<file path="src/hw/rtl/slm_pkg.sv">
package slm_pkg;

  // Request opcodes
  typedef enum logic [1:0] {
    OP_PATTERN = 2'd0,
    OP_LINE    = 2'd1,
    OP_EOL     = 2'd2,
    OP_UNUSED  = 2'd3
  } opcode_e;

  // Configuration register indexes
  localparam int unsigned CFG_IDX_W  = 2;
  localparam int unsigned CFG_DATA_W = 8;
  localparam logic [CFG_IDX_W-1:0] CFG_PATTERN_LENGTH = 2'd0;
  localparam logic [CFG_IDX_W-1:0] CFG_CASE_FOLD      = 2'd1;
  localparam logic [CFG_IDX_W-1:0] CFG_ONLY_MATCHES   = 2'd2;

  // Distance between the two cases of a letter
  localparam logic [8:0] FOLD_DIFF = 9'd32;

  // Result queue geometry
  localparam int unsigned OQ_DEPTH = 3;
  localparam int unsigned OQ_PTR_W = 2;
  localparam int unsigned OQ_CNT_W = 2;

  typedef struct packed {
    opcode_e    opcode;
    logic [6:0] slot;
    logic [7:0] char_in;
  } in_t;

  typedef struct packed {
    logic [7:0] match_start;
    logic       whole_line;
  } out_t;

  // Control broadcast to every cell of the chain
  typedef struct packed {
    logic       step;
    logic       clear;
    logic       gate;
    logic       fold;
    logic [7:0] feed;
  } cell_ctl_t;

  // Equal, or apart by exactly the fold distance when folding is on
  function automatic logic bytes_match(input logic [7:0] p, input logic [7:0] t,
                                       input logic fold);
    logic [8:0] pe;
    logic [8:0] te;
    logic       eq;
    logic       up;
    logic       dn;
    pe = {1'b0, p};
    te = {1'b0, t};
    eq = (p == t);
    up = ((pe + FOLD_DIFF) == te);
    dn = ((te + FOLD_DIFF) == pe);
    return eq | (fold & (up | dn));
  endfunction

endpackage

</file>
<file path="src/hw/rtl/slm_stream_if.sv">
interface slm_stream_if #(
  parameter type T = logic
) ();
  logic valid;
  logic ready;
  T     data;

  modport source (output valid, output data, input ready);
  modport sink (input valid, input data, output ready);
endinterface

</file>
<file path="src/hw/rtl/substring_line_matcher_core.sv">
// A taken line byte passes through the cell flags and the evaluation stage, then the result queue.
// Throughput: one request per cycle, set by the one-step shift of the cell chain,
// unless a window replay runs or the result queue lacks room. A pattern write or a
// case_fold write while the current line holds bytes stalls input during the window
// replay through the cells. Reset clears flags, counters, modes and the result queue;
// pattern bytes stay undefined until written, and there is no clearing pass.
module substring_line_matcher_core import slm_pkg::*; #(
  parameter int unsigned PATTERN_MAX = 128,
  parameter int unsigned LINE_MAX    = 256
) (
  input  logic                  clk_i,
  input  logic                  rst_ni,
  slm_stream_if.sink            in_if,
  slm_stream_if.source          out_if,
  input  logic                  cfg_we_i,
  input  logic [CFG_IDX_W-1:0]  cfg_idx_i,
  input  logic [CFG_DATA_W-1:0] cfg_data_i
);

  localparam int unsigned IdxW  = (PATTERN_MAX > 1) ? $clog2(PATTERN_MAX) : 1;
  localparam int unsigned FillW = $clog2(PATTERN_MAX + 1);
  localparam int unsigned CntW  = FillW + 1;
  localparam int unsigned PosW  = $clog2(LINE_MAX);
  localparam int unsigned CmpW  = (PosW > 8) ? PosW : 8;

  // Configuration
  logic [7:0] len_q;
  logic       fold_q;
  logic       only_q;

  always_ff @(posedge clk_i or negedge rst_ni) begin
    if (!rst_ni) begin
      len_q  <= 8'd1;
      fold_q <= 1'b0;
      only_q <= 1'b0;
    end else if (cfg_we_i) begin
      unique case (cfg_idx_i)
        CFG_PATTERN_LENGTH: len_q  <= cfg_data_i;
        CFG_CASE_FOLD:      fold_q <= cfg_data_i[0];
        CFG_ONLY_MATCHES:   only_q <= cfg_data_i[0];
        default:            len_q  <= len_q;
      endcase
    end
  end

  // Request decode
  in_t  req;
  logic accept;
  logic is_pat;
  logic is_line;
  logic is_eol;

  assign req     = in_if.data;
  assign accept  = in_if.valid & in_if.ready;
  assign is_pat  = (req.opcode == OP_PATTERN);
  assign is_line = (req.opcode == OP_LINE);
  assign is_eol  = (req.opcode == OP_EOL);

  // Line counters
  logic [FillW-1:0] fill_q;
  logic [PosW-1:0]  pos_q;
  logic [PosW-1:0]  pos_d;

  always_comb begin
    pos_d = pos_q;
    if (accept && is_eol) begin
      pos_d = '0;
    end else if (accept && is_line && (pos_q != PosW'(LINE_MAX - 1))) begin
      pos_d = pos_q + 1'b1;
    end
  end

  always_ff @(posedge clk_i or negedge rst_ni) begin
    if (!rst_ni) begin
      fill_q <= '0;
      pos_q  <= '0;
    end else begin
      pos_q <= pos_d;
      if (accept && is_eol) begin
        fill_q <= '0;
      end else if (accept && is_line && (fill_q != FillW'(PATTERN_MAX))) begin
        fill_q <= fill_q + 1'b1;
      end
    end
  end

  // Window replay after the pattern or folding changes mid-line
  logic            rs_q;
  logic [IdxW-1:0] rs_cnt_q;
  logic            rs_start;
  logic            rs_gate;

  assign rs_start = (fill_q != '0) &&
                    ((accept && is_pat) || (cfg_we_i && (cfg_idx_i == CFG_CASE_FOLD)));
  assign rs_gate  = ((CntW'(rs_cnt_q) + CntW'(fill_q)) >= CntW'(PATTERN_MAX));

  always_ff @(posedge clk_i or negedge rst_ni) begin
    if (!rst_ni) begin
      rs_q     <= 1'b0;
      rs_cnt_q <= '0;
    end else if (rs_start) begin
      rs_q     <= 1'b1;
      rs_cnt_q <= '0;
    end else if (rs_q) begin
      if (rs_cnt_q == IdxW'(PATTERN_MAX - 1)) begin
        rs_q <= 1'b0;
      end else begin
        rs_cnt_q <= rs_cnt_q + 1'b1;
      end
    end
  end

  // Cell chain
  logic [7:0]             win   [PATTERN_MAX];
  logic [PATTERN_MAX-1:0] flags;
  cell_ctl_t              ctl;

  always_comb begin
    ctl.step  = (accept && is_line) || rs_q;
    ctl.clear = accept && is_eol;
    ctl.gate  = rs_q ? rs_gate : 1'b1;
    ctl.fold  = fold_q;
    ctl.feed  = rs_q ? win[PATTERN_MAX-1] : req.char_in;
  end

  for (genvar k = 0; k < PATTERN_MAX; k++) begin : g_cell
    logic [7:0] win_prev;
    logic       flag_prev;
    logic       pat_we;

    if (k == 0) begin : g_head
      assign win_prev  = ctl.feed;
      assign flag_prev = 1'b1;
    end else begin : g_body
      assign win_prev  = win[k-1];
      assign flag_prev = flags[k-1];
    end

    assign pat_we = accept && is_pat && (9'(req.slot) == 9'(k));

    slm_cell u_cell (
      .clk_i       (clk_i),
      .rst_ni      (rst_ni),
      .ctl_i       (ctl),
      .pat_we_i    (pat_we),
      .pat_data_i  (req.char_in),
      .win_prev_i  (win_prev),
      .flag_prev_i (flag_prev),
      .win_o       (win[k]),
      .flag_o      (flags[k])
    );
  end

  // Evaluation stage: one entry per line byte or end of line
  logic            ev_q;
  logic            ev_eol_q;
  logic [PosW-1:0] ev_pos_q;

  always_ff @(posedge clk_i or negedge rst_ni) begin
    if (!rst_ni) begin
      ev_q <= 1'b0;
    end else begin
      ev_q <= accept && (is_line || is_eol);
    end
  end

  always_ff @(posedge clk_i) begin
    if (accept) begin
      ev_eol_q <= is_eol;
      ev_pos_q <= pos_d;
    end
  end

  // Pick the flag of the active pattern length
  logic [7:0]      eff_len;
  logic [IdxW-1:0] sel;
  logic [CmpW-1:0] pos_ext;
  logic [CmpW-1:0] len_ext;
  logic [CmpW-1:0] start;
  logic            hit;
  logic            rep_q;
  logic            push;
  out_t            push_data;

  always_comb begin
    if (len_q == '0) begin
      eff_len = 8'd1;
    end else if (9'(len_q) > 9'(PATTERN_MAX)) begin
      eff_len = 8'(PATTERN_MAX);
    end else begin
      eff_len = len_q;
    end
  end

  assign sel     = IdxW'(eff_len - 8'd1);
  assign pos_ext = CmpW'(ev_pos_q);
  assign len_ext = CmpW'(eff_len);
  assign start   = pos_ext - len_ext;
  assign hit     = flags[sel] && (pos_ext >= len_ext);

  assign push                  = ev_q && !ev_eol_q && hit && (only_q || !rep_q);
  assign push_data.match_start = start[7:0];
  assign push_data.whole_line  = !only_q;

  always_ff @(posedge clk_i or negedge rst_ni) begin
    if (!rst_ni) begin
      rep_q <= 1'b0;
    end else if (ev_q && ev_eol_q) begin
      rep_q <= 1'b0;
    end else if (ev_q && hit && !only_q) begin
      rep_q <= 1'b1;
    end
  end

  // Result queue
  logic [OQ_CNT_W-1:0] q_cnt;
  logic                q_valid;
  out_t                q_data;

  slm_out_queue u_out_queue (
    .clk_i       (clk_i),
    .rst_ni      (rst_ni),
    .push_i      (push),
    .push_data_i (push_data),
    .pop_i       (q_valid & out_if.ready),
    .valid_o     (q_valid),
    .data_o      (q_data),
    .count_o     (q_cnt)
  );

  assign out_if.valid = q_valid;
  assign out_if.data  = q_data;

  // Take a request while no window replay runs and the queue has room for everything in flight
  assign in_if.ready = !rs_q &&
                       (({1'b0, q_cnt} + (OQ_CNT_W + 1)'(ev_q)) < (OQ_CNT_W + 1)'(OQ_DEPTH));

endmodule

</file>
<file path="src/hw/rtl/slm_cell.sv">
module slm_cell import slm_pkg::*; (
  input  logic       clk_i,
  input  logic       rst_ni,
  input  cell_ctl_t  ctl_i,
  input  logic       pat_we_i,
  input  logic [7:0] pat_data_i,
  input  logic [7:0] win_prev_i,
  input  logic       flag_prev_i,
  output logic [7:0] win_o,
  output logic       flag_o
);

  logic [7:0] pat_q;
  logic [7:0] win_q;
  logic       flag_q;
  logic       flag_d;
  logic       hit;

  // Hold this cell's pattern byte
  always_ff @(posedge clk_i) begin
    if (pat_we_i) begin
      pat_q <= pat_data_i;
    end
  end

  // Shift the window byte from the neighbor
  always_ff @(posedge clk_i) begin
    if (ctl_i.step) begin
      win_q <= win_prev_i;
    end
  end

  // Extend the neighbor's prefix match by the byte just fed in
  assign hit = bytes_match(pat_q, ctl_i.feed, ctl_i.fold);

  always_comb begin
    flag_d = flag_q;
    if (ctl_i.clear) begin
      flag_d = 1'b0;
    end else if (ctl_i.step) begin
      flag_d = ctl_i.gate & flag_prev_i & hit;
    end
  end

  always_ff @(posedge clk_i or negedge rst_ni) begin
    if (!rst_ni) begin
      flag_q <= 1'b0;
    end else begin
      flag_q <= flag_d;
    end
  end

  assign win_o  = win_q;
  assign flag_o = flag_q;

endmodule

</file>
<file path="src/hw/rtl/slm_out_queue.sv">
module slm_out_queue import slm_pkg::*; (
  input  logic                clk_i,
  input  logic                rst_ni,
  input  logic                push_i,
  input  out_t                push_data_i,
  input  logic                pop_i,
  output logic                valid_o,
  output out_t                data_o,
  output logic [OQ_CNT_W-1:0] count_o
);

  out_t                mem_q [OQ_DEPTH];
  logic [OQ_PTR_W-1:0] wr_q;
  logic [OQ_PTR_W-1:0] rd_q;
  logic [OQ_CNT_W-1:0] cnt_q;

  function automatic logic [OQ_PTR_W-1:0] ptr_next(input logic [OQ_PTR_W-1:0] p);
    return (p == OQ_PTR_W'(OQ_DEPTH - 1)) ? '0 : p + 1'b1;
  endfunction

  // Store pushed results
  always_ff @(posedge clk_i) begin
    if (push_i) begin
      mem_q[wr_q] <= push_data_i;
    end
  end

  // Advance pointers and occupancy
  always_ff @(posedge clk_i or negedge rst_ni) begin
    if (!rst_ni) begin
      wr_q  <= '0;
      rd_q  <= '0;
      cnt_q <= '0;
    end else begin
      if (push_i) begin
        wr_q <= ptr_next(wr_q);
      end
      if (pop_i) begin
        rd_q <= ptr_next(rd_q);
      end
      case ({push_i, pop_i})
        2'b10:   cnt_q <= cnt_q + 1'b1;
        2'b01:   cnt_q <= cnt_q - 1'b1;
        default: cnt_q <= cnt_q;
      endcase
    end
  end

  assign valid_o = (cnt_q != '0);
  assign data_o  = mem_q[rd_q];
  assign count_o = cnt_q;

endmodule

</file>
<file path="src/flat_wrapper.sv">
// flat-port wrapper written by rule: the top's interface ports become plain ports
module substring_line_matcher_core_flat import slm_pkg::*;
#(
  parameter int unsigned PATTERN_MAX = 128,
  parameter int unsigned LINE_MAX    = 256
)
  (clk_i, rst_ni, cfg_we_i, cfg_idx_i, cfg_data_i, in_if_valid, in_if_data, in_if_ready, out_if_valid, out_if_data, out_if_ready);
  slm_stream_if #(.T(in_t)) in_if_i ();
  slm_stream_if #(.T(out_t)) out_if_i ();
  input  logic clk_i;
  input  logic rst_ni;
  input  logic cfg_we_i;
  input  logic [CFG_IDX_W-1:0] cfg_idx_i;
  input  logic [CFG_DATA_W-1:0] cfg_data_i;
  input wire logic [$bits(in_if_i.valid)-1:0] in_if_valid;
  input wire logic [$bits(in_if_i.data)-1:0] in_if_data;
  output wire logic [$bits(in_if_i.ready)-1:0] in_if_ready;
  output wire logic [$bits(out_if_i.valid)-1:0] out_if_valid;
  output wire logic [$bits(out_if_i.data)-1:0] out_if_data;
  input wire logic [$bits(out_if_i.ready)-1:0] out_if_ready;
  assign in_if_i.valid = in_if_valid;
  assign in_if_i.data = in_if_data;
  assign in_if_ready = in_if_i.ready;
  assign out_if_valid = out_if_i.valid;
  assign out_if_data = out_if_i.data;
  assign out_if_i.ready = out_if_ready;
  substring_line_matcher_core #(.PATTERN_MAX(PATTERN_MAX), .LINE_MAX(LINE_MAX)) u_core (.clk_i(clk_i), .rst_ni(rst_ni), .in_if(in_if_i), .out_if(out_if_i), .cfg_we_i(cfg_we_i), .cfg_idx_i(cfg_idx_i), .cfg_data_i(cfg_data_i));
endmodule
</file>
<file path="config.mk">
export PLATFORM = sky130hd
export DESIGN_NAME = substring_line_matcher_core_flat
export DESIGN_NICKNAME = d
export VERILOG_FILES = /design/src/hw/rtl/slm_pkg.sv /design/src/hw/rtl/slm_stream_if.sv /design/src/hw/rtl/substring_line_matcher_core.sv /design/src/hw/rtl/slm_cell.sv /design/src/hw/rtl/slm_out_queue.sv /design/src/flat_wrapper.sv
export SDC_FILE = /design/constraint.sdc
export NUM_CORES = 2
export LEC_CHECK = 0
export BUFFER_PORTS_ARGS = -buffer_cell sky130_fd_sc_hd__clkbuf_2
export CORE_ASPECT_RATIO = 0.9
export CORE_MARGIN = 8
export CORE_UTILIZATION = 58
export DETAILED_ROUTE_END_ITERATION = 7
export GPL_TIMING_DRIVEN = 0
export HOLD_SLACK_MARGIN = 0.1
export PLACE_DENSITY = 0.77
export SETUP_SLACK_MARGIN = 0.2
export SYNTH_ARGS = -nofsm -noshare
export SYNTH_HDL_FRONTEND = slang
export SYNTH_SLANG_ARGS = --single-unit
</file>
<file path="constraint.sdc">
create_clock -name clk_i -period 70.8 [get_ports clk_i]
set_input_delay 7.08 -clock clk_i [delete_from_list [all_inputs] [get_ports clk_i]]
set_output_delay 7.08 -clock clk_i [all_outputs]
set_load 0.05 [all_outputs]
</file>
==> impl_metrics.py <==
metrics = {
    "route": {
        "viasPerCell": 6.46,
        "dr.pass1.iters": 7,
        "drt_iter0_markers": 8021,
        "ant_nets": 0,
        "totalWireLength_microns": 242000,
        "wl_per_cell_microns": 28.0,
        "drc": 0,
        "vias": 55859,
    },
    "yosys": {
        "syn_nets": 6230,
        "synth-main-ff-cell": "edfxtp_1",
        "ys_ff_latch": 2254,
        "syn_avg_cell_area_sq_um": 15.6,
        "synthCells": 6041,
        "netlist_area_sq_um": 94300,
        "synth-async-reset-ratio": 0.0754,
        "synth.distinct_cells": 71,
        "synth_top_area_share": 0.664,
        "synth_warnings": 0,
        "synth.largest_area_cell": "edfxtp_1",
        "synth-seq-area-share": 0.709,
        "synth_edf_count": 2084,
        "synth_area_leaders": "edfxtp_1 66%, xnor2_1 12%, dfrtp_1 4.5%",
    },
    "sta": {
        "fmax_ghz": 0.0811,
        "period_needed_ps": 12330,
        "drv_slew": 100,
        "relSlewSlack": -0.118,
        "tightest_slew_ps": 1680,
        "rsz0062_at_grt": "no",
        "clock_skew_ps": 52.0,
        "setup_viol": 0,
        "hold_viol_final": 0,
        "fin_tns_setup_ps": 0,
        "fin_crit_sh": 0.174,
    },
    "clock_tree": {
        "clock_latency_ps": 840,
        "cts_root_buffer": "clkbuf_16",
        "path_clk_slew_ps": 60,
        "ctsLongestPathBuffers": 3,
        "post_cts_buffers": 0,
        "cts_max_level": 4,
        "hold_buffers": 0,
        "clock-sinks": 2254,
        "cts_inserted_buffers": 210,
        "cts_tree": "yes",
        "cts_resized": 0,
    },
    "pwr": {
        "vdd.ir_drop.worst_uv": 31.6,
        "total_power_mw": 2.86,
        "leakage_nw": 30.8,
        "power_density_nw_per_um2": 27.3,
    },
    "setup_path": {
        "path_cells": "clkbuf_8 > buf_16 > mux2i_1 > inv_1 > ha_1 > clkbuf_1 > clkbuf_1 > xnor2_1 > a311oi_1 > a211oi_1 > o2111ai_1 > o21ai_0",
        "slowest_delay_ps": 1170,
        "critPathCaptureType": "flip-flop",
        "critPathSlowestCell": "mux2i_1",
        "required_ps": 71490,
        "worstRegToRegCells": 16,
        "timing.rr.start": "u_core.len_q[7]$_DFFE_PN0P_",
        "r2r-end": "u_core.u_out_queue.mem_q[0][5]$_DFFE_PP_",
        "regToRegSetupSlack_ps": 63680,
        "start_kind": "input pin",
        "crit_type": "in2reg",
        "cp_max_fo": 84,
        "cp_common_cell": "clkbuf_1",
        "arrival_ps": 13020,
    },
    "min_path": {
        "hp-start": "u_core.g_cell[45].u_cell.win_o[7]$_DFFE_PP_",
        "whs_path_depth": 0,
        "min_path_type": "reg2reg",
        "holdPathEnd": "u_core.g_cell[46].u_cell.win_o[7]$_DFFE_PP_",
    },
    "run_status": {
        "status": "complete, but fails checks",
        "failed_checks": "max-capacitance violations, max-slew violations",
    },
    "place": {
        "portBuffers": 39,
        "place_hpwl_microns": 141000,
        "gp_congestion": 0.907,
    },
    "global_route": {
        "grt_pass1_wl_microns": 350000,
        "grtUsageMet3": 0.0747,
        "grt_busiest_layer": "met2",
        "grt_use_total": 0.269,
        "grt_max_degree": 151,
        "grtUsageMet1": 0.362,
        "antenna_found_initial": 17,
        "grtUsageMet2": 0.403,
        "first_global_vias": 54713,
        "gr-total-overflow": 0,
    },
    "floorplanning": {
        "rows": 140,
        "start_util": 0.583,
        "die_area_sq_um": 176000,
        "core_sq_um": 162000,
        "ios": 43,
        "fp.dieW_microns": 441,
        "die_h_microns": 398,
    },
    "finish": {
        "syn2layout_area_growth_pct": 11.2,
        "drive_above_1_share": 0.0714,
        "final_core_util": 0.648,
        "finalNetCount": 6503,
    },
    "job": {
        "drv_cap": 10,
    },
}
## placed cells by master, fill, tap and decap left out, types with 33 or more instances in the layout
cell,n
edfxtp_1,2084
ha_1,155
clkbuf_1,237
buf_1,64
a211oi_1,173
a32oi_1,130
a21oi_1,36
nor3_1,148
inv_1,33
a31oi_1,132
clkbuf_2,33
nor2b_1,138
o21ai_0,152
o2111ai_1,128
a311oi_1,128
nor4_1,131
nand2_1,317
dfrtp_1,169
xnor2_1,1294
nor2_1,175
clkbuf_16,212
mux2i_1,46
clkinv_2,42
## where the power goes
| group | total [mW] | switching (mW) | internal (mW) |
|---|---|---|---|
| logic | 0.184 | 0.137 | 0.0468 |
| registers | 1.53 | 0.0245 | 1.51 |
| clock network | 1.14 | 0.497 | 0.647 |
| total | 2.86 | 0.659 | 2.20 |
## kinds of logic after synthesis
kind of cell,Yosys count,share of synthesized area
flip-flops,2254,0.709
XOR/XNOR,1310,0.122
AND/OR/NAND/NOR,977,0.0503
AO/OA/AOI/OAI,943,0.0742
buffers and inverters,323,0.0132
adder cells (fa/ha/maj),157,0.0210
multiplexers,77,0.0104
## area by class of cell
| class | count | area (sq um) |
|---|---|---|
| Clock buffer | 271 | 5650 |
| Multi-Input combinational cell | 3464 | 26200 |
| Buffer | 285 | 1110 |
| Antenna cell | 19 | 47.5 |
| Clock inverter | 123 | 1360 |
| Tap cell | 2130 | 2670 |
| Inverter | 38 | 150 |
| Sequential cell | 2254 | 66800 |
| Fill cell | 10744 | 56900 |
| Timing Repair Buffer | 61 | 816 |
## cells in the mapped netlist (all sizes together), types with 138 or more instances
cell type  number
nor2          175
a211oi        174
edfxtp       2084
dfrtp         169
o21ai         157
nor2b         138
nor3          148
xnor2        1295
nand2         318
ha            155
clkbuf        192
## state kept, by name, indices dropped and copies added, names as in the netlist, 2 cells and up
| name | flops |
|---|---|
| u_core.u_out_queue.wr_q | 2 |
| u_core.rs_cnt_q | 7 |
| u_core.g_cell.u_cell.win_o | 1024 |
| u_core.fill_q | 8 |
| u_core.g_cell.u_cell.flag_o | 128 |
| u_core.u_out_queue.count_o | 2 |
| u_core.pos_q | 8 |
| u_core.ev_pos_q | 8 |
| u_core.g_cell.u_cell.pat_q | 1024 |
| u_core.u_out_queue.rd_q | 2 |
| u_core.len_q | 8 |
| u_core.u_out_queue.mem_q | 27 |
## metal layers
layer  share of wire  wire, microns
met2            0.44         107000
met1            0.38          92300
met3            0.12          29400
met5         0.00015             36
met4           0.053          12900
## critical path: cells and delay by family
kind,cells,cell delay [ps]
fa+ha+maj,1,460
compound gates,4,790
mux,1,1170
buf+inv,5,3050
xor+xnor,1,260
## worst max-delay path by stage
stage                               from                                           end  slack (ps)
after floorplan           in_if_data[16]  u_core.g_cell[109].u_cell.flag_o$_DFFE_PN0P_       41710
after global placement    in_if_data[16]   u_core.g_cell[69].u_cell.flag_o$_DFFE_PN0P_       30940
after detailed placement   in_if_data[6]    u_core.g_cell[3].u_cell.flag_o$_DFFE_PN0P_       58110
after CTS                  in_if_data[6]   u_core.g_cell[97].u_cell.flag_o$_DFFE_PN0P_       59000
after global routing       in_if_data[6]   u_core.g_cell[97].u_cell.flag_o$_DFFE_PN0P_       58540
final                      in_if_data[6]   u_core.g_cell[97].u_cell.flag_o$_DFFE_PN0P_       58470
## stage by stage
stage / cell area (sq um) / setup slack, ps / std cells / hold slack [ps]
after floorplan: 94300 / 41710 / 6041 / 400
after global placement: 97100 / 30940 / 8210 / 400
after detailed placement: 97700 / 58110 / 8230 / 405
after CTS: 105000 / 59000 / 8624 / 394
after global routing: 105000 / 58540 / 8628 / 398
final: 105000 / 58470 / 8645 / 399
No activity file was read; power rests on OpenSTA's default activity.
